### config.mk
export PLATFORM = sky130hd
export DESIGN_NAME = bdm_interp
export DESIGN_NICKNAME = d
export VERILOG_FILES = /design/src/sv/bdm_pkg.sv /design/src/sv/bdm_interp.sv
export SDC_FILE = /design/constraint.sdc
export NUM_CORES = 1
export LEC_CHECK = 0
export CORE_UTILIZATION = 36
export DETAILED_ROUTE_END_ITERATION = 7
export DONT_BUFFER_PORTS = 1
export GPL_ROUTABILITY_DRIVEN = 0
export PLACE_DENSITY_LB_ADDON = 0.3
export SLEW_MARGIN = 20
export SYNTH_ARGS = -nofsm -noshare
export SYNTH_HDL_FRONTEND = slang
export SYNTH_SLANG_ARGS = --single-unit
### constraint.sdc
create_clock -name vclk -period 7
set_input_delay 0.7 -clock vclk [all_inputs]
set_output_delay 0.7 -clock vclk [all_outputs]
set_load 0.03 [all_outputs]
### src/sv/bdm_pkg.sv
`default_nettype none

package bdm_pkg;

   localparam int CSR_INDEX_W = 1;
   localparam int CSR_DATA_W  = 14;
   localparam int WIDTH_W     = 13;
   localparam int HEIGHT_W    = 14;
   localparam int PIXEL_W     = 8;

   localparam logic [CSR_INDEX_W-1:0] REG_FRAME_WIDTH  = 1'b0;
   localparam logic [CSR_INDEX_W-1:0] REG_FRAME_HEIGHT = 1'b1;

   localparam logic [WIDTH_W-1:0]  WIDTH_RESET  = 13'd640;
   localparam logic [HEIGHT_W-1:0] HEIGHT_RESET = 14'd480;

   localparam logic [1:0] SLOT_FIRST = 2'd0;
   localparam logic [1:0] SLOT_LAST  = 2'd2;

   typedef struct packed {
      logic       row_odd;
      logic       col_odd;
      logic       row_first;
      logic       col_first;
      logic       row_last;
      logic       col_last;
      logic       frame_last;
      logic       right_ok;
      logic [1:0] slot;
   } pos_type;

   typedef struct packed {
      logic [PIXEL_W-1:0] ul;
      logic [PIXEL_W-1:0] uc;
      logic [PIXEL_W-1:0] ur;
      logic [PIXEL_W-1:0] ml;
      logic [PIXEL_W-1:0] mc;
      logic [PIXEL_W-1:0] mr;
      logic [PIXEL_W-1:0] ll;
      logic [PIXEL_W-1:0] lc;
      logic [PIXEL_W-1:0] lr;
   } win_type;

   function automatic logic [PIXEL_W-1:0] avg2(input logic [PIXEL_W-1:0] a,
                                               input logic [PIXEL_W-1:0] b);
      logic [PIXEL_W:0] s;
      s = {1'b0, a} + {1'b0, b};
      return s[PIXEL_W:1];
   endfunction

   function automatic logic [1:0] slot_next(input logic [1:0] s);
      return (s == SLOT_LAST) ? SLOT_FIRST : s + 2'd1;
   endfunction

   function automatic logic [1:0] slot_prev(input logic [1:0] s);
      return (s == SLOT_FIRST) ? SLOT_LAST : s - 2'd1;
   endfunction

endpackage

`default_nettype wire

### src/sv/bdm_interp.sv
`default_nettype none

module bdm_interp (
   input  wire bdm_pkg::win_type            win,
   input  wire bdm_pkg::pos_type            pos,
   output logic [bdm_pkg::PIXEL_W-1:0]      red,
   output logic [bdm_pkg::PIXEL_W-1:0]      green,
   output logic [bdm_pkg::PIXEL_W-1:0]      blue
);

   logic [bdm_pkg::PIXEL_W-1:0] blue_up, blue_mid, blue_low;
   logic [bdm_pkg::PIXEL_W-1:0] red_up, red_mid, red_low;
   logic [bdm_pkg::PIXEL_W+1:0] sum4;

   always_comb begin
      if (pos.col_first) begin
         blue_up  = win.ur;
         blue_mid = win.mr;
         blue_low = win.lr;
      end else if (!pos.col_odd) begin
         blue_up  = win.uc;
         blue_mid = win.mc;
         blue_low = win.lc;
      end else begin
         blue_up  = bdm_pkg::avg2(win.ul, win.ur);
         blue_mid = bdm_pkg::avg2(win.ml, win.mr);
         blue_low = bdm_pkg::avg2(win.ll, win.lr);
      end
      if (!pos.row_odd) begin
         blue = blue_mid;
      end else if (pos.row_first) begin
         blue = blue_low;
      end else begin
         blue = bdm_pkg::avg2(blue_up, blue_low);
      end

      if (pos.col_last) begin
         red_up  = win.ul;
         red_mid = win.ml;
         red_low = win.ll;
      end else if (pos.col_odd) begin
         red_up  = win.uc;
         red_mid = win.mc;
         red_low = win.lc;
      end else begin
         red_up  = bdm_pkg::avg2(win.ul, win.ur);
         red_mid = bdm_pkg::avg2(win.ml, win.mr);
         red_low = bdm_pkg::avg2(win.ll, win.lr);
      end
      if (pos.row_odd) begin
         red = red_mid;
      end else if (pos.row_last) begin
         red = red_up;
      end else begin
         red = bdm_pkg::avg2(red_up, red_low);
      end

      sum4 = 10'(win.ml) + 10'(win.mr) + 10'(win.uc) + 10'(win.lc);
      if (pos.row_odd != pos.col_odd) begin
         green = win.mc;
      end else if (pos.row_odd && pos.row_first && pos.col_first) begin
         green = bdm_pkg::avg2(win.mr, win.lc);
      end else if (pos.row_odd && pos.row_first) begin
         green = bdm_pkg::avg2(win.ml, win.mr);
      end else if (pos.row_odd && pos.col_first) begin
         green = bdm_pkg::avg2(win.uc, win.lc);
      end else if (!pos.row_odd && pos.row_last && pos.col_last) begin
         green = bdm_pkg::avg2(win.uc, win.ml);
      end else if (!pos.row_odd && pos.row_last) begin
         green = bdm_pkg::avg2(win.ml, win.mr);
      end else if (!pos.row_odd && pos.col_last) begin
         green = bdm_pkg::avg2(win.uc, win.lc);
      end else begin
         green = sum4[bdm_pkg::PIXEL_W+1:2];
      end
   end

endmodule

`default_nettype wire

==> summary.md <==
| Metric | Value |
|---|---|
| Critical Path RT | `6.30 ns` |
| Setup_tns | `0 ns` |
| Worst slew pin tran | `0.932 ns` |
| Register area | `0 sq um` |
| Commonest non-fill, non-tap cell in the layout | `nand2_1` |
| Mean area per synthesized cell | `6.83 sq um` |
| Final hold vios | `0` |
| Chip Width | `121 microns` |
| Die height | `121 microns` |
| Largest net degree at the start of global routing | `49` |
| DRC | `0` |
| Global route overflow | `0` |
| Die area | `14600 sq um` |
| Vias | `5370` |
| Part of the power in registers | `0` |
| Slew headroom | `0.372` |
| Yosys warns | `0` |
| Critical-path top delay cell | `a31oi_1` |
| Post-Synth Adder-Cell Area | `0.252` |
| Hold Crit Start | `pos[9]` |
| WP data arrival | `4.23 ns` |
| Fillers | `1527` |
| Diodes inserted | `0` |
| Pleak | `2.28 nW` |
| Hold Path Class | `primary input to output port` |
| Sw frac | `0.598` |
| WL/cell | `20.2 microns` |
| Non-filler cells, final | `892` |
| FFs & Latches | `0` |
| Power share of the clock group | `0` |
| Status | `finished clean` |
| Share of layout cells above drive strength 1 | `0.0197` |
| Final setup fails | `0` |
| Hold path endpoint | `red[1]` |
| Nets | `884` |
| Crit. End Element | `output port` |
| Final HPWL DP | `14400 microns` |
| Initial antenna violation count | `0` |
| Netlist cell types | `75` |
| Compound-Gate Fraction of Synth Area | `0.339` |
| Synth Instances | `743` |
| Initial Utilization | `0.367` |
| Xor/xnor share of the synthesized area | `0.0604` |
| Crit Path Max Fanout | `6` |
| Total Wirelength | `18000 microns` |
| Crit-path cells | `inv_1, fa_1, inv_1, fa_1, nand3_1, fa_1, nor2b_1, o21ai_0, a21boi_0, o22ai_1, xnor2_1, a32oi_1, a31oi_1` |
| Maxcap violations | `0` |
| Area Overhead vs Synth | `2.17%` |
| Post-synthesis sequential area ratio | `0` |
| Startpoint types | `primary input` |
| Syn_nets | `913` |
| Hold_buf cts | `0` |
| Post-route ant nets | `0` |
| Site Rows | `43` |
| Min Hold Slack | `1.59 ns` |
| CLK BUF | `0` |
| Pwr dens | `125 nW/um^2` |
| Crit path time final | `4.93 ns` |
| Vias in the first global route | `5067` |
| Cell Area, Synth | `5080 sq um` |
| I/O pin count | `106` |
| Post_cts resized | `0` |
| Core Box Area | `13800 sq um` |
| Commonest cells after routing, fill and taps aside | `74 x nand2_1, 64 x ha_1, 63 x a21oi_1, 62 x nor2_1, 60 x inv_1` |
| Mux cell area share after synthesis | `0.0641` |
| Pins Over Slew Limit | `0` |
| Final Util | `0.375` |
| First-pass GRT wire length | `28600 microns` |
| RSZ-0062 raised after global routing | `false` |
| Net Sw Power | `0.387 mW` |
| Comb pwr share | `1.000` |
| Period utilization | `0.704` |
| CP dominant cell by count | `fa_1` |
| WHS Path Cells | `1` |
| Dpl cells | `892` |
| Post-CTS Setup Inserts | `0` |
| Max rail drop VDD | `0.0000534 V` |
| Vias per inst | `6.02` |
| Number of buffer cells added on primary ports | `0` |
| Max Fclk | `203 MHz` |
| Crit path largest cell delay | `0.71 ns` |
| Aggregate global-route resource usage | `0.250` |
| Critical path type | `primary input to output port` |
| Detailed Route Iter0 Violations | `452` |
| Drt first pass iters | `5` |
| Simple-Gate Fraction of Synth Area | `0.212` |
| Internal power of the cells | `0.260 mW` |
| Largest family of logic cells by synthesized area | `compound AO/OA/AOI/OAI gates` |
synth_stat cells, types with 3 or more instances:
| cell | instances | area share |
|---|---|---|
| o211ai_1 | 9 | 0.013 |
| nand2b_1 | 5 | 0.0062 |
| nand4_1 | 4 | 0.0049 |
| a21o_1 | 16 | 0.024 |
| and2_1 | 4 | 0.0049 |
| o21ai_0 | 58 | 0.057 |
| o211a_1 | 3 | 0.0059 |
| and3_1 | 3 | 0.0037 |
| clkbuf_1 | 20 | 0.015 |
| xor2_1 | 11 | 0.019 |
| a31oi_1 | 10 | 0.012 |
| nor2b_1 | 13 | 0.016 |
| a21oi_1 | 63 | 0.062 |
| inv_1 | 60 | 0.044 |
| o31ai_1 | 7 | 0.010 |
| mux2i_1 | 28 | 0.055 |
| o22ai_1 | 7 | 0.0086 |
| buf_1 | 8 | 0.0059 |
| o21a_1 | 12 | 0.018 |
| o21bai_1 | 5 | 0.0074 |
| nor3_1 | 29 | 0.029 |
| buf_2 | 5 | 0.0049 |
| a211oi_1 | 19 | 0.028 |
| nor2_1 | 62 | 0.046 |
| mux2_2 | 3 | 0.0067 |
| ha_1 | 64 | 0.16 |
| a41oi_1 | 5 | 0.0086 |
| nand3_1 | 18 | 0.018 |
| xnor2_1 | 24 | 0.041 |
| o31a_1 | 3 | 0.0052 |
| a211o_1 | 3 | 0.0052 |
| nand2_1 | 74 | 0.055 |
| o311ai_0 | 4 | 0.0069 |
| fa_1 | 24 | 0.095 |
| or3_1 | 5 | 0.0062 |
| or2_2 | 3 | 0.0037 |
cells by family (layout without fill, tap and decap cells):
| logic type | count (synthesis) | after routing |
|---|---|---|
| adder cells (fa/ha/maj) | 88 | 88 |
| XOR/XNOR | 35 | 35 |
| AO/OA/AOI/OAI | 260 | 260 |
| multiplexers | 32 | 32 |
| AND/OR/NAND/NOR | 232 | 232 |
| buffers and inverters | 96 | 65 |
power groups by stage:
stage	Sequential (mW)	Combinational, mW	Clock [mW]
final	0	0.647	0
after global routing	0	0.718	0
after CTS	0	0.639	0
after detailed placement	0	0.633	0
after global placement	0	0.629	0
after floorplan	0	0.532	0
stage by stage:
step,power (mW),cell area (sq um),worst slack [ns]
global route,0.718,5190,1.86
floorplan,0.532,5080,2.50
global placement,0.629,5190,2.17
finish,0.647,5190,2.07
CTS,0.639,5190,2.13
detailed placement,0.633,5190,2.15
worst max-delay path, delay by kind of cell:
family                     cells  cell delay, ns
AOI/OAI and AO/OA              5            1.52
adders and majority gates      3            1.46
and+or+nand+nor                2            0.27
xor gates and xnor gates       1            0.17
buffers and inverters          2            0.12
worst max path at each step:
stage                        from  endpoint  depth (start not counted)
final                      win[9]  green[5]                         13
after global placement     win[9]  green[5]                         13
after floorplan            win[9]  green[3]                         13
after global routing      win[64]    red[7]                         14
after detailed placement   win[9]  green[5]                         13
after CTS                  win[9]  green[5]                         13
cell type report:
cell class | instances | area, sq um | area share
multi-input cells | 647 | 4710 | 0.908
repair buffers | 2 | 15.0 | 0.00289
inverters | 63 | 236 | 0.0456
well taps | 180 | 225 | 0.0434
routing by layer:
metal | GRT usage | routed length, microns | vias to the layer above
met3 | 0.0288 | 1320 | 16
li1 | - | - | 2677
met1 | 0.366 | 8480 | 2462
met5 | 0 | 0 | -
met4 | 0.0347 | 275 | 0
met2 | 0.398 | 7950 | 215
Note: power is estimated with default switching activity, not from simulation.
