## config.mk

```make
export PLATFORM = sky130hd
export DESIGN_NAME = bdm_ctrl
export DESIGN_NICKNAME = d
export VERILOG_FILES = /design/src/sv/bdm_pkg.sv /design/src/sv/bdm_ctrl.sv
export SDC_FILE = /design/constraint.sdc
export NUM_CORES = 1
export LEC_CHECK = 0
export BUFFER_PORTS_ARGS = -buffer_cell sky130_fd_sc_hd__buf_2
export CAP_MARGIN = 10
export CORE_UTILIZATION = 40
export DETAILED_ROUTE_END_ITERATION = 10
export GPL_TIMING_DRIVEN = 1
export SYNTH_ARGS = -nofsm -noshare
export SYNTH_HDL_FRONTEND = slang
export SYNTH_SLANG_ARGS = --single-unit
```

## constraint.sdc

```tcl
create_clock -name clock -period 14.7 [get_ports clock]
set_input_delay 0 -clock clock [delete_from_list [all_inputs] [get_ports clock]]
set_output_delay 0 -clock clock [all_outputs]
set_load 0.01 [all_outputs]
```

## src/sv/bdm_pkg.sv

```systemverilog
`default_nettype none

package bdm_pkg;

   localparam int CSR_INDEX_W = 1;
   localparam int CSR_DATA_W  = 14;
   localparam int WIDTH_W     = 13;
   localparam int HEIGHT_W    = 14;
   localparam int PIXEL_W     = 8;

   localparam logic [CSR_INDEX_W-1:0] REG_FRAME_WIDTH  = 1'b0;
   localparam logic [CSR_INDEX_W-1:0] REG_FRAME_HEIGHT = 1'b1;

   localparam logic [WIDTH_W-1:0]  WIDTH_RESET  = 13'd640;
   localparam logic [HEIGHT_W-1:0] HEIGHT_RESET = 14'd480;

   localparam logic [1:0] SLOT_FIRST = 2'd0;
   localparam logic [1:0] SLOT_LAST  = 2'd2;

   typedef struct packed {
      logic       row_odd;
      logic       col_odd;
      logic       row_first;
      logic       col_first;
      logic       row_last;
      logic       col_last;
      logic       frame_last;
      logic       right_ok;
      logic [1:0] slot;
   } pos_type;

   typedef struct packed {
      logic [PIXEL_W-1:0] ul;
      logic [PIXEL_W-1:0] uc;
      logic [PIXEL_W-1:0] ur;
      logic [PIXEL_W-1:0] ml;
      logic [PIXEL_W-1:0] mc;
      logic [PIXEL_W-1:0] mr;
      logic [PIXEL_W-1:0] ll;
      logic [PIXEL_W-1:0] lc;
      logic [PIXEL_W-1:0] lr;
   } win_type;

   function automatic logic [PIXEL_W-1:0] avg2(input logic [PIXEL_W-1:0] a,
                                               input logic [PIXEL_W-1:0] b);
      logic [PIXEL_W:0] s;
      s = {1'b0, a} + {1'b0, b};
      return s[PIXEL_W:1];
   endfunction

   function automatic logic [1:0] slot_next(input logic [1:0] s);
      return (s == SLOT_LAST) ? SLOT_FIRST : s + 2'd1;
   endfunction

   function automatic logic [1:0] slot_prev(input logic [1:0] s);
      return (s == SLOT_FIRST) ? SLOT_LAST : s - 2'd1;
   endfunction

endpackage

`default_nettype wire

```

## src/sv/bdm_ctrl.sv

```systemverilog
`default_nettype none

module bdm_ctrl #(
   parameter int LINE_DEPTH = 4096
) (
   input  wire logic                            clock,
   input  wire logic                            reset,
   input  wire logic                            csr_wr_en,
   input  wire logic [bdm_pkg::CSR_INDEX_W-1:0] csr_index,
   input  wire logic [bdm_pkg::CSR_DATA_W-1:0]  csr_wdata,
   input  wire logic                            accept,
   input  wire logic                            drain,
   input  wire logic [bdm_pkg::PIXEL_W-1:0]     pixel,
   output logic                                 wr_en,
   output logic      [1:0]                      wr_slot,
   output logic      [$clog2(LINE_DEPTH)-1:0]   wr_addr,
   output logic      [bdm_pkg::PIXEL_W-1:0]     wr_data,
   output logic                                 rd_en,
   output logic      [$clog2(LINE_DEPTH)-1:0]   rd_addr_center,
   output logic      [$clog2(LINE_DEPTH)-1:0]   rd_addr_right,
   output bdm_pkg::pos_type                     pos
);

   localparam int AW = $clog2(LINE_DEPTH);
   localparam int CW = $clog2(LINE_DEPTH + 1);
   localparam int EW = (CW > bdm_pkg::WIDTH_W) ? CW : bdm_pkg::WIDTH_W;
   localparam int RW = bdm_pkg::HEIGHT_W;
   localparam int PW = CW + RW + 1;

   logic [bdm_pkg::WIDTH_W-1:0]  width_ff;
   logic [bdm_pkg::HEIGHT_W-1:0] height_ff;
   logic [RW-1:0] in_row_ff, in_row_in, out_row_ff, out_row_in;
   logic [CW-1:0] in_col_ff, in_col_in, out_col_ff, out_col_in;
   logic [PW-1:0] pending_ff, pending_in;
   logic [1:0]    in_slot_ff, in_slot_in, out_slot_ff, out_slot_in;

   logic [EW-1:0] width_ext;
   logic [EW-1:0] width_clamp;
   logic [CW-1:0] eff_w;
   logic [RW-1:0] eff_h;
   logic [PW-1:0] pending_next;
   logic [PW-1:0] row_base;
   logic [PW-1:0] in_frame;
   logic          pix;
   logic          emit;

   always_comb begin
      width_ext = EW'(width_ff);
      if (width_ext < EW'(4)) begin
         width_clamp = EW'(4);
      end else if (width_ext > EW'(LINE_DEPTH)) begin
         width_clamp = EW'(LINE_DEPTH);
      end else begin
         width_clamp = width_ext;
      end
      eff_w = CW'(width_clamp) & ~CW'(1);
      if (height_ff < RW'(4)) begin
         eff_h = RW'(4);
      end else begin
         eff_h = height_ff & ~RW'(1);
      end
   end

   // The input position within the frame is taken from the row and column at the
   // current size, so it stays consistent after a size change.
   always_comb begin
      pix        = accept && !drain;
      row_base   = PW'(in_row_ff - RW'(1)) * PW'(eff_w);
      in_row_in  = in_row_ff;
      in_col_in  = in_col_ff;
      in_slot_in = in_slot_ff;
      in_frame   = row_base + PW'(in_col_ff - CW'(1));
      if (pix) begin
         if (in_col_ff >= eff_w) begin
            in_col_in  = CW'(1);
            in_slot_in = bdm_pkg::slot_next(in_slot_ff);
            if (in_row_ff >= eff_h) begin
               in_row_in = RW'(1);
               in_frame  = '0;
            end else begin
               in_row_in = in_row_ff + RW'(1);
               in_frame  = row_base + PW'(eff_w);
            end
         end else begin
            in_col_in = in_col_ff + CW'(1);
            in_frame  = row_base + PW'(in_col_ff);
         end
      end
      pending_next = pending_ff + PW'(pix);
      emit = accept && (pending_next != '0)
             && ((pending_next > in_frame)
                 || (pix && pending_next >= PW'(eff_w) + PW'(2)));
      pending_in = pending_next - PW'(emit);
      out_row_in  = out_row_ff;
      out_col_in  = out_col_ff;
      out_slot_in = out_slot_ff;
      if (emit) begin
         if (out_col_ff >= eff_w) begin
            out_col_in  = CW'(1);
            out_slot_in = bdm_pkg::slot_next(out_slot_ff);
            out_row_in  = (out_row_ff >= eff_h) ? RW'(1) : out_row_ff + RW'(1);
         end else begin
            out_col_in = out_col_ff + CW'(1);
         end
      end
   end

   always_ff @(posedge clock) begin
      if (reset) begin
         width_ff     <= bdm_pkg::WIDTH_RESET;
         height_ff    <= bdm_pkg::HEIGHT_RESET;
         in_row_ff    <= RW'(1);
         in_col_ff    <= CW'(1);
         out_row_ff   <= RW'(1);
         out_col_ff   <= CW'(1);
         pending_ff   <= '0;
         in_slot_ff   <= bdm_pkg::SLOT_FIRST;
         out_slot_ff  <= bdm_pkg::SLOT_FIRST;
      end else begin
         if (csr_wr_en && csr_index == bdm_pkg::REG_FRAME_WIDTH) begin
            width_ff <= csr_wdata[bdm_pkg::WIDTH_W-1:0];
         end
         if (csr_wr_en && csr_index == bdm_pkg::REG_FRAME_HEIGHT) begin
            height_ff <= csr_wdata[bdm_pkg::HEIGHT_W-1:0];
         end
         in_row_ff    <= in_row_in;
         in_col_ff    <= in_col_in;
         out_row_ff   <= out_row_in;
         out_col_ff   <= out_col_in;
         pending_ff   <= pending_in;
         in_slot_ff   <= in_slot_in;
         out_slot_ff  <= out_slot_in;
      end
   end

   always_comb begin
      wr_en          = pix && (in_col_ff != '0) && (in_col_ff <= CW'(LINE_DEPTH));
      wr_slot        = in_slot_ff;
      wr_addr        = AW'(in_col_ff - CW'(1));
      wr_data        = pixel;
      rd_en          = emit;
      rd_addr_center = AW'(out_col_ff - CW'(1));
      rd_addr_right  = out_col_ff[AW-1:0];
      pos.row_odd    = out_row_ff[0];
      pos.col_odd    = out_col_ff[0];
      pos.row_first  = (out_row_ff == RW'(1));
      pos.col_first  = (out_col_ff == CW'(1));
      pos.row_last   = (out_row_ff >= eff_h);
      pos.col_last   = (out_col_ff >= eff_w);
      pos.frame_last = (out_row_ff == eff_h) && (out_col_ff == eff_w);
      pos.right_ok   = (out_col_ff < CW'(LINE_DEPTH));
      pos.slot       = out_slot_ff;
   end

endmodule

`default_nettype wire

```

==> qor.csv, run 1 <==
stage;metric;value;unit
detailed_routing;First-pass DRT Iterations;5;
yosys;dominant cells by area after synthesis;fa_1 18%, ha_1 13%, dfxtp_1 12%;
worst_setup_path;Worst path max stage delay;0.69;ns
yosys;sequential-to-total area share from yosys stat;0.1203;
yosys;fraction of registers with async set/reset;0;
worst_setup_path;Critical Path AT;13.84;ns
worst_setup_path;CP max stage cell;dfxtp_1;
yosys;Post-Syn Area;18630;sq um
global_route;GRT busiest layer;met2;
detailed_routing;Antenna Nets Post-Route;0;
detailed_routing;Avg WL per Cell;18.12;um
cts;CTS Buf Count;9;
worst_setup_path;WP data required;14.94;ns
yosys;synthesis-stage register bit count;112;
yosys;count of cell types in the netlist;94;
layout;Util after Layout;0.4335;
yosys;post-synthesis mux area share;0.006514;
placed_design;post-detail-place hpwl;44.34;mm
layout;layout overhead on the synthesized area;6.266;%
global_route;largest net degree at the start of global routing;55;
yosys;Synth Area in Simple Gates;0.2191;
global_route;met1 Use GR;0.3197;
die;Core Area;45670;sq um
sta;final setup fails;0;
layout;diode count;0;
cts;CTS Root Cell;clkbuf_16;
yosys;Synth Area in Adders;0.3174;
placed_design;RePlAce Congestion;0.8618;
run_status;status;finished clean;
run;max cap viols;0;
global_route;gr ovfl total;0;
power;cell-internal power;772.3;uW
yosys;most common cell in the synthesized netlist;nand2_1;
cts;clk_lat worst skew;0.37;ns
cts;H-tree levels;3;
global_route;global-route met3 utilization;0.03905;
yosys;Syn Nets;2789;
yosys;top post-synthesis cells by count;291 x nand2_1, 287 x inv_1, 199 x ha_1;
worst_setup_path;CP dominant cell by count;nand2_1;
power;sequential power share;0.267;
sta;Max Freq;0.07356;GHz
yosys;Compound-Gate Fraction of Synth Area;0.1631;
sta;worst clock skew;0.01376;ns
power;PwrDens;74.22;nW/um^2
detailed_routing;total wire length;54.27;mm
placed_design;Port-buffer cells;69;
power;sw power;697.0;uW
cts;sinks on the clock net;112;
layout;layout cells sized above 1;0.05927;
power;Tot Pwr;1469;uW
worst_setup_path;Critical Path Start Type;register;
die;I/O Pins;86;
yosys;area leader, netlist;fa_1;
yosys;main flop type after synthesis;dfxtp_1;
global_route;initial antenna violation count;0;
die;Die X;217.8;um
sta;relative slew slack;0.2413;
detailed_routing;vias;16850;
global_route;Global Route Usage Sum;0.2289;
layout;nets@finish;2789;
yosys;Post-synth EDFFs;0;
sta;Final Hold Vio Count;0;
power;Leak Pwr;0.009381;uW
yosys;Synth Instances;2391;
yosys;xor/xnor cell area share of the yosys netlist;0.08496;
power;Gate power share;0.561;
yosys;Synth Area per Inst;7.792;sq um
die;Vert. Die Dim;217.8;um
worst_setup_path;critical path class;register to register;
power;clock share of power;0.171;
detailed_routing;number of DRC markers in iteration 0;1048;
sta;crit share post-route;0.9247;
worst_setup_path;Crit Path Max Fanout;15;
yosys;top-area cell type share of the netlist area;0.1837;
worst_setup_path;CP Capture Type;register;
sta;clock period minus worst slack;13.59;ns
die;die area;47440;sq um
power;VDD IR-drop max;0.07712;mV
layout;fill cell count;4672;
cts;CTS Buffer Depth;2;
global_route;global-route wire length before repair;87.08;mm
global_route;grt met2 use;0.3580;
yosys;YS warnings;0;
sta;Worst Tran Pin Value;1.133;ns
global_route;vias in the first global route;16280;
die;FP Rows;78;
die;Starting Density;0.4079;
cts;clk slew on worst S/H paths;0.08;ns
detailed_routing;vias per cell;5.624;
min_path;worst hold path type;input port to output pin;
power;Net Sw Frac;0.4744;
sta;max-slew violation count;0;
detailed_routing;DRC Markers;0;
cts;CTS tree;done;
yosys;largest family of logic cells by synthesized area;adder cells;
==> state kept, by name (all words and copies together) (netlist names), 13 cells and up <==
name        count
in_col_ff      13
in_row_ff      14
width_ext      13
out_col_ff     13
height_ff      13
out_row_ff     14
pending_ff     28
==> routing by layer <==
layer,share of wire,vias up
met5,0,-
met4,0.031,0
met3,0.070,95
met2,0.44,510
met1,0.46,8121
li1,-,8123
==> cell usage in the layout, fill, tap and decap left out, types with 7 or more instances in the layout <==
cell type,n
a211o_1,7
a211oi_1,25
a21o_1,31
a21oi_1,145
a31oi_1,23
and2_1,30
and3_1,30
and4_1,13
buf_2,69
buf_4,26
clkbuf_16,9
dfxtp_1,112
dlygate4sd3_1,14
fa_1,171
ha_1,199
inv_1,287
mux2i_1,11
nand2_1,291
nand2b_1,26
nand3_1,69
nand3b_1,9
nand4_1,37
nor2_1,175
nor2b_1,24
nor3_1,51
nor4_1,23
o211ai_1,9
o21a_1,14
o21ai_0,95
o21bai_1,7
o221ai_1,9
o22ai_1,13
o31ai_1,11
or3_1,26
or4_1,9
xnor2_1,101
xor2_1,76
==> kinds of logic after synthesis <==
kind of cell / Yosys count
adders and majority gates: 370
xor gates and xnor gates: 179
AOI/OAI and AO/OA: 465
DFF: 112
other: 1
buffers and inverters: 410
muxes: 12
and+or+nand+nor: 842
==> path summary, 6_finish.rpt <==
kind                             startpoint                         to  slack [ns]  cells after the start
hold / removal                     pixel[2]                 wr_data[2]    0.000004                      0
setup reg to reg  in_row_ff[0]$_SDFFE_PP1P_  pending_ff[26]$_SDFF_PP0_        1.11                     51
hold reg to reg   height_ff[1]$_SDFFE_PP0P_  height_ff[1]$_SDFFE_PP0P_        0.47                      2
setup / recovery  in_row_ff[0]$_SDFFE_PP1P_  pending_ff[26]$_SDFF_PP0_        1.11                     51
==> worst max-delay path, delay by kind of cell (launching register included) <==
| kind | cells | cell delay [ns] |
|---|---|---|
| fa+ha+maj | 11 | 4.38 |
| simple gates | 18 | 3.89 |
| compound gates | 12 | 2.74 |
| buf+inv | 7 | 1.07 |
| flops | 1 | 0.69 |
| xor+xnor | 3 | 0.68 |
==> power by group through the flow <==
| stage | registers (uW) | logic [uW] | clock network, uW |
|---|---|---|---|
| 5_1_grt | 400 | 909 | 269 |
| 4_1_cts | 392 | 814 | 259 |
| 2_1_floorplan | 380 | 629 | 0 |
| 3_3_place_gp | 397 | 789 | 0 |
| 3_5_place_dp | 399 | 804 | 0 |
| 6_report | 393 | 824 | 252 |
==> timing repair <==
item	4_1_cts	5_1_grt
resized for setup	0	2
hold buffers	14	0
hold endpoints to repair	26	0
endpoints found under the setup margin	0	6
buffers inserted	0	0
==> area by class of cell <==
class	instances	area (sq um)	area share
multi-input cells	1869	14750	0.7449
flip-flops and latches	112	2242	0.1133
inverters	290	1089	0.05498
well taps	600	750.7	0.03792
repair buffers	109	680.7	0.03438
clock buffers	10	229.0	0.01157
clock inverters	6	58.81	0.002970
==> stage by stage <==
| stage | cells | hold slack (ns) | TNS, ns | cell area (sq um) | worst slack (ns) |
|---|---|---|---|---|---|
| after floorplan | 2391 | 0.09177 | 0 | 18630 | 2.636 |
| after global placement | 2966 | 0.00006862 | 0 | 19360 | 1.321 |
| final | 2996 | 0.000004443 | 0 | 19800 | 1.106 |
| after detailed placement | 2966 | 0.00006862 | 0 | 19360 | 0.9407 |
| after global routing | 2996 | 0.00002532 | -0.01952 | 19800 | -0.01952 |
| after CTS | 2996 | 0.00006862 | 0 | 19790 | 0.8896 |
Note: power is estimated with default switching activity, not from simulation.
==> run 2, diff against run 1 <==
BUFFER_PORTS_ARGS = -buffer_cell sky130_fd_sc_hd__buf_4   (was -buffer_cell sky130_fd_sc_hd__buf_2)
CORE_UTILIZATION = 65   (was 40)
PLACE_DENSITY = 0.84   (was unset)
==> run 2 against run 1 <==
Sequential share of layout area up 0.073 points. Non-clock buffer count down 8. Highest routed layer unchanged. Largest power group unchanged. Critical endpoint unchanged. Total power down 0.26%.
==> qor.csv, run 2 (same netlist as run 1, synthesis figures left out) <==
stage;metric;value;unit
run_status;status;finished clean;
cts;sinks on the clock net;112;
sta;RSZ-0062 raised after global routing;no;
detailed_routing;First-pass DRT Iterations;6;
sta;Max Freq;0.07390;GHz
global_route;Global Route Usage Sum;0.3639;
cts;CTS Buffer Depth;2;
die;die area;29340;sq um
placed_design;Port-buffer cells;69;
layout;fill cell count;2221;
sta;clock period minus worst slack;13.53;ns
cts;clk slew on worst S/H paths;0.08;ns
die;Core Area;28010;sq um
worst_setup_path;reg2reg end;pending_ff[26]$_SDFF_PP0_;
layout;final instance area;19670;sq um
cts;clk_lat worst skew;0.37;ns
global_route;largest net degree at the start of global routing;84;
sta;Worst Tran Pin Value;1.080;ns
placed_design;RePlAce Congestion;1.040;
worst_setup_path;Crit Path Max Fanout;15;
detailed_routing;total wire length;52.42;mm
sta;crit share post-route;0.9206;
die;Vert. Die Dim;171.3;um
cts;H-tree levels;3;
layout;layout cells sized above 1;0.05823;
die;FP Rows;61;
worst_setup_path;Critical Path AT;13.76;ns
die;Starting Density;0.6651;
worst_setup_path;critical path class;register to register;
sta;Final WS setup;1.168;ns
layout;max FFs per register;28;
die;I/O Pins;86;
worst_setup_path;FF-to-FF Start;in_row_ff[0]$_SDFFE_PP1P_;
layout;most frequent cells in the layout;291 x nand2_1, 287 x inv_1, 199 x ha_1;
worst_setup_path;WP data required;14.93;ns
worst_setup_path;Worst path max stage delay;0.60;ns
layout;nets@finish;2781;
layout;commonest non-fill, non-tap cell in the layout;nand2_1;
placed_design;Placed Area;19200;sq um
detailed_routing;Antenna Nets Post-Route;0;
power;VDD IR-drop max;0.1472;mV
cts;postcts setup bufs;0;
placed_design;post-detail-place hpwl;41.78;mm
layout;Top reg by flops;pending_ff;
min_path;hold depth;0;
sta;relative slew slack;0.2765;
cts;CTS Buf Count;9;
min_path;hold_sp;pixel[2];
sta;max-slew violation count;0;
layout;diode count;0;
detailed_routing;vias per cell;6.291;
worst_setup_path;CP dominant cell by count;nand2_1;
sta;final setup fails;0;
min_path;worst hold path type;input port to output pin;
power;Leak Pwr;0.009374;uW
placed_design;Place WS;0.8118;ns
detailed_routing;vias;17400;
layout;top flop regs;pending_ff (28), in_row_ff (14), out_row_ff (14);
layout;layout overhead on the synthesized area;5.581;%
die;Die X;171.3;um
global_route;initial antenna violation count;0;
min_path;WHS Endpoint;wr_data[2];
sta;setup TNS;0;ns
run;max cap viols;0;
power;PwrDens;74.51;nW/um^2
global_route;global-route wire length before repair;84.30;mm
global_route;gr ovfl total;0;
detailed_routing;DRC Markers;0;
global_route;vias in the first global route;17020;
power;Tot Pwr;1466;uW
sta;Final Hold Vio Count;0;
detailed_routing;Avg WL per Cell;18.96;um
worst_setup_path;reg2reg path depth;52;
worst_setup_path;Critical Path Start Type;register;
worst_setup_path;r2r setup slk;1.17;ns
cts;CTS tree;done;
sta;worst hold slack;0.000004440;ns
sta;worst clock skew;0.01471;ns
cts;CTS Root Cell;clkbuf_16;
detailed_routing;number of DRC markers in iteration 0;1561;
worst_setup_path;CP Capture Type;register;
worst_setup_path;CP max stage cell;a2111oi_1;
==> run 2: cell count changes in the layout (fill, tap and decap cells not counted), sizes merged <==
cell    previous run  this run
clkinv             3         2
inv              292       293
buf               95        87
clkbuf            10         9
==> run 2: per-stage QoR <==
step,utilization,std cells
after floorplan,-,2391
after global placement,0.6854,2736
after detailed placement,0.6854,2736
after CTS,0.7005,2765
after global routing,0.7022,2765
final,0.7022,2765
==> run 2: worst max-delay path by stage <==
stage                                    from                   endpoint  depth (start not counted)
finish              in_row_ff[0]$_SDFFE_PP1P_  pending_ff[26]$_SDFF_PP0_                         52
global route        in_row_ff[0]$_SDFFE_PP1P_  pending_ff[26]$_SDFF_PP0_                         52
CTS                 in_row_ff[2]$_SDFFE_PP0P_  pending_ff[26]$_SDFF_PP0_                         50
detailed placement  in_row_ff[2]$_SDFFE_PP0P_  pending_ff[26]$_SDFF_PP0_                         50
global placement    in_row_ff[2]$_SDFFE_PP0P_  pending_ff[26]$_SDFF_PP0_                         50
floorplan           in_row_ff[2]$_SDFFE_PP0P_  pending_ff[26]$_SDFF_PP0_                         54
==> run 2: layer usage <==
metal  part of all wire  up-vias  track usage
li1                   -     8122            -
met1               0.40     8186       0.4574
met2               0.46      901       0.5958
met3              0.096      186      0.08053
met4              0.046        0       0.1665
met5                  0        -            0
==> run 2: area by class of cell <==
cell class                 instances  area (sq um)  area share
timing repair buffer             101         793.3     0.04033
multi-input combinational       1869         14790      0.7517
tap                              378         473.0     0.02404
sequential                       112          2242      0.1140
clock buffer                       9         225.2     0.01145
clock inverter                     6         57.56    0.002926
inverter                         290          1092     0.05553
==> run 2: timing repair <==
action,in CTS,in global routing
hold buffers,14,0
gates resized for setup,0,8
endpoints found under the hold margin,26,0
endpoints found under the setup margin,0,15
==> run 2: worst max-delay path, delay by kind of cell, from the launching register on <==
kind / cells / cell delay, ns
flip-flops: 1 / 0.48
adder cells (fa/ha/maj): 11 / 4.33
AO/OA/AOI/OAI: 10 / 2.41
AND/OR/NAND/NOR: 20 / 4.37
XOR/XNOR: 3 / 0.71
buffers and inverters: 7 / 0.93
multiplexers: 1 / 0.15
==> run 2: power by group <==
| part | total, uW | switching (uW) | internal, uW |
|---|---|---|---|
| Sequential | 393 | 51.0 | 342 |
| Clock | 247 | 128 | 119 |
| Combinational | 826 | 510 | 316 |
==> run 3, diff against run 2 <==
ABC_AREA = 1   (was unset)
PLACE_DENSITY = 0.83   (was 0.84)
==> run 3 against run 2 <==
Hold slack is essentially flat. Synthesized cell count grew 25%. Total power grew 28%. Critical path depth grew 2. Non-clock buffer count shrank 9. Core utilization is essentially flat. Via count grew 14%. Largest cell class unchanged.
==> qor.csv, run 3 <==
stage;metric;value;unit
yosys;top-area cell type share of the netlist area;0.1728;
worst_setup_path;CP max stage cell;inv_1;
run;max cap viols;0;
worst_setup_path;CP Buf/Inv Count;9;
cts;clk slew on worst S/H paths;0.09;ns
yosys;most common cell in the synthesized netlist;nand2_1;
sta;max-slew violation count;0;
detailed_routing;total wire length;58.66;mm
cts;CTS Root Cell;clkbuf_16;
cts;CTS Buffer Depth;2;
global_route;vias in the first global route;19100;
yosys;top post-synthesis cells by count;707 x nand2_1, 498 x inv_1, 333 x nor2_1;
detailed_routing;vias;19820;
worst_setup_path;CP Capture Type;register;
die;Starting Density;0.6650;
worst_setup_path;Critical Path AT;13.00;ns
layout;layout cells sized above 1;0.05993;
yosys;Syn Nets;3389;
worst_setup_path;Critical Path Start Type;register;
yosys;area leader, netlist;fa_1;
placed_design;Port-buffer cells;69;
layout;diode count;0;
die;Vert. Die Dim;176.6;um
cts;sinks on the clock net;112;
worst_setup_path;delay-heaviest family, CP;simple AND/OR/NAND/NOR gates;
die;Die X;176.6;um
detailed_routing;First-pass DRT Iterations;6;
sta;clock period minus worst slack;12.75;ns
cts;CTS Buf Count;9;
global_route;initial antenna violation count;0;
run_status;status;finished clean;
worst_setup_path;CP endpoint;pending_ff[23]$_SDFF_PP0_;
cts;clk_lat worst skew;0.38;ns
yosys;fraction of registers with async set/reset;0;
yosys;count of cell types in the netlist;61;
layout;most frequent cells in the layout;707 x nand2_1, 498 x inv_1, 332 x nor2_1;
sta;crit share post-route;0.8672;
detailed_routing;DRC Markers;0;
yosys;Synth Area per Inst;6.625;sq um
yosys;Post-Syn Area;19820;sq um
detailed_routing;Avg WL per Cell;17.20;um
cts;CTS tree;done;
placed_design;post-detail-place hpwl;48.28;mm
sta;setup TNS;0;ns
detailed_routing;vias per cell;5.812;
sta;final setup fails;0;
layout;layout overhead on the synthesized area;5.601;%
worst_setup_path;WP data required;14.95;ns
sta;worst clock skew;0.01230;ns
worst_setup_path;reg2reg path depth;54;
sta;relative slew slack;0.1879;
yosys;synthesis-stage register bit count;112;
worst_setup_path;Crit. Startpoint;in_row_ff[0]$_SDFFE_PP1P_;
worst_setup_path;FF-to-FF Start;in_row_ff[0]$_SDFFE_PP1P_;
layout;max FFs per register;28;
yosys;main flop type after synthesis;dfxtp_1;
layout;nets@finish;3413;
die;Core Area;29800;sq um
global_route;gr ovfl total;0;
die;die area;31190;sq um
yosys;Post-synth EDFFs;0;
min_path;hold depth;0;
cts;PostCTS Resize Cnt;0;
worst_setup_path;critical path class;register to register;
cts;H-tree levels;3;
sta;RSZ-0062 raised after global routing;no;
layout;fill cell count;2625;
global_route;global-route wire length before repair;94.16;mm
layout;final instance area;20930;sq um
yosys;sequential-to-total area share from yosys stat;0.1132;
detailed_routing;Antenna Nets Post-Route;0;
sta;worst hold slack;0.000004446;ns
yosys;YS warnings;0;
global_route;largest net degree at the start of global routing;48;
worst_setup_path;Crit Path Max Fanout;16;
detailed_routing;number of DRC markers in iteration 0;1860;
power;Leak Pwr;0.01071;uW
power;PwrDens;89.56;nW/um^2
sta;Worst Tran Pin Value;1.214;ns
die;I/O Pins;86;
placed_design;Placed Area;20480;sq um
min_path;worst hold path type;input port to output pin;
layout;commonest non-fill, non-tap cell in the layout;nand2_1;
die;FP Rows;63;
yosys;Synth Instances;2991;
sta;Max Freq;0.07844;GHz
layout;Top reg by flops;pending_ff;
worst_setup_path;r2r setup slk;1.95;ns
worst_setup_path;Worst path max stage delay;0.52;ns
global_route;Global Route Usage Sum;0.3812;
cts;# hold bufs at CTS;14;
layout;top flop regs;pending_ff (28), in_row_ff (14), out_row_ff (14);
yosys;dominant cells by area after synthesis;fa_1 17%, nand2_1 13%, ha_1 13%;
cts;postcts setup bufs;0;
placed_design;RePlAce Congestion;0.9964;
power;VDD IR-drop max;0.1739;mV
worst_setup_path;CP Depth;54;
worst_setup_path;reg2reg end;pending_ff[23]$_SDFF_PP0_;
sta;Final Hold Vio Count;0;
worst_setup_path;CP dominant cell by count;nand2_1;
[run 3: cell types whose count changed after synthesis, sizes merged, moves of 54 or more]
cell | before | now
a21oi | 145 | 199
inv | 288 | 509
nand2 | 291 | 731
nand3 | 70 | 139
nor2 | 176 | 352
xnor2 | 103 | 28
[run 3: cell type report]
| class | count | area [sq um] | share of cell area |
|---|---|---|---|
| multi-input cells | 2280 | 15210 | 0.7268 |
| flip-flops and latches | 112 | 2242 | 0.1072 |
| inverters | 520 | 1954 | 0.09340 |
| repair buffers | 92 | 725.7 | 0.03468 |
| well taps | 390 | 488.0 | 0.02332 |
| clock buffers | 10 | 239.0 | 0.01142 |
| clock inverters | 6 | 67.56 | 0.003229 |
[run 3: per-stage QoR]
stage               setup slack, ns  instances  total power [uW]    util
floorplan                     4.402       2991              1306       -
CTS                           2.114       3410              1857  0.7023
finish                        1.952       3410              1874  0.7023
global placement              2.478       3380              1555  0.6873
detailed placement            2.171       3380              1591  0.6873
global route                 0.9634       3410              2013  0.7023
[run 3: kinds of logic (layout without fill, tap and decap cells)]
group           Yosys count  in the layout  synth area share
compound gates          398            398            0.1133
flops                   112            112            0.1132
xor+xnor                122            122           0.05430
other cells               1              1         0.0001892
simple gates           1389           1389            0.3009
fa+ha+maj               370            370            0.2984
buf+inv                 599            628            0.1197
[run 3: power by group]
| part | total [uW] | switching [uW] | leakage (uW) | internal (uW) |
|---|---|---|---|---|
| combinational | 1210 | 823 | 0.00965 | 383 |
| clock | 263 | 136 | 0.000152 | 126 |
| sequential | 406 | 53.4 | 0.000908 | 352 |
| total | 1870 | 1010 | 0.0107 | 861 |
[run 3: routing by layer]
metal / vias to the layer above / track usage / routed length, um
li1: 9567 / - / -
met1: 9196 / 0.4928 / 24210
met2: 921 / 0.6333 / 27040
met3: 136 / 0.07020 / 5403
met4: 0 / 0.1383 / 2003
met5: - / 0 / 0
[run 3: how the worst min path moves through the flow]
stage,startpoint,endpoint,slack [ns]
after detailed placement,pixel[5],wr_data[5],0.00007
final,pixel[1],wr_data[1],0.000004
after global routing,pixel[2],wr_data[2],0.00002
after global placement,pixel[5],wr_data[5],0.00007
after floorplan,pixel[0],wr_data[0],0.09
after CTS,pixel[5],wr_data[5],0.00007
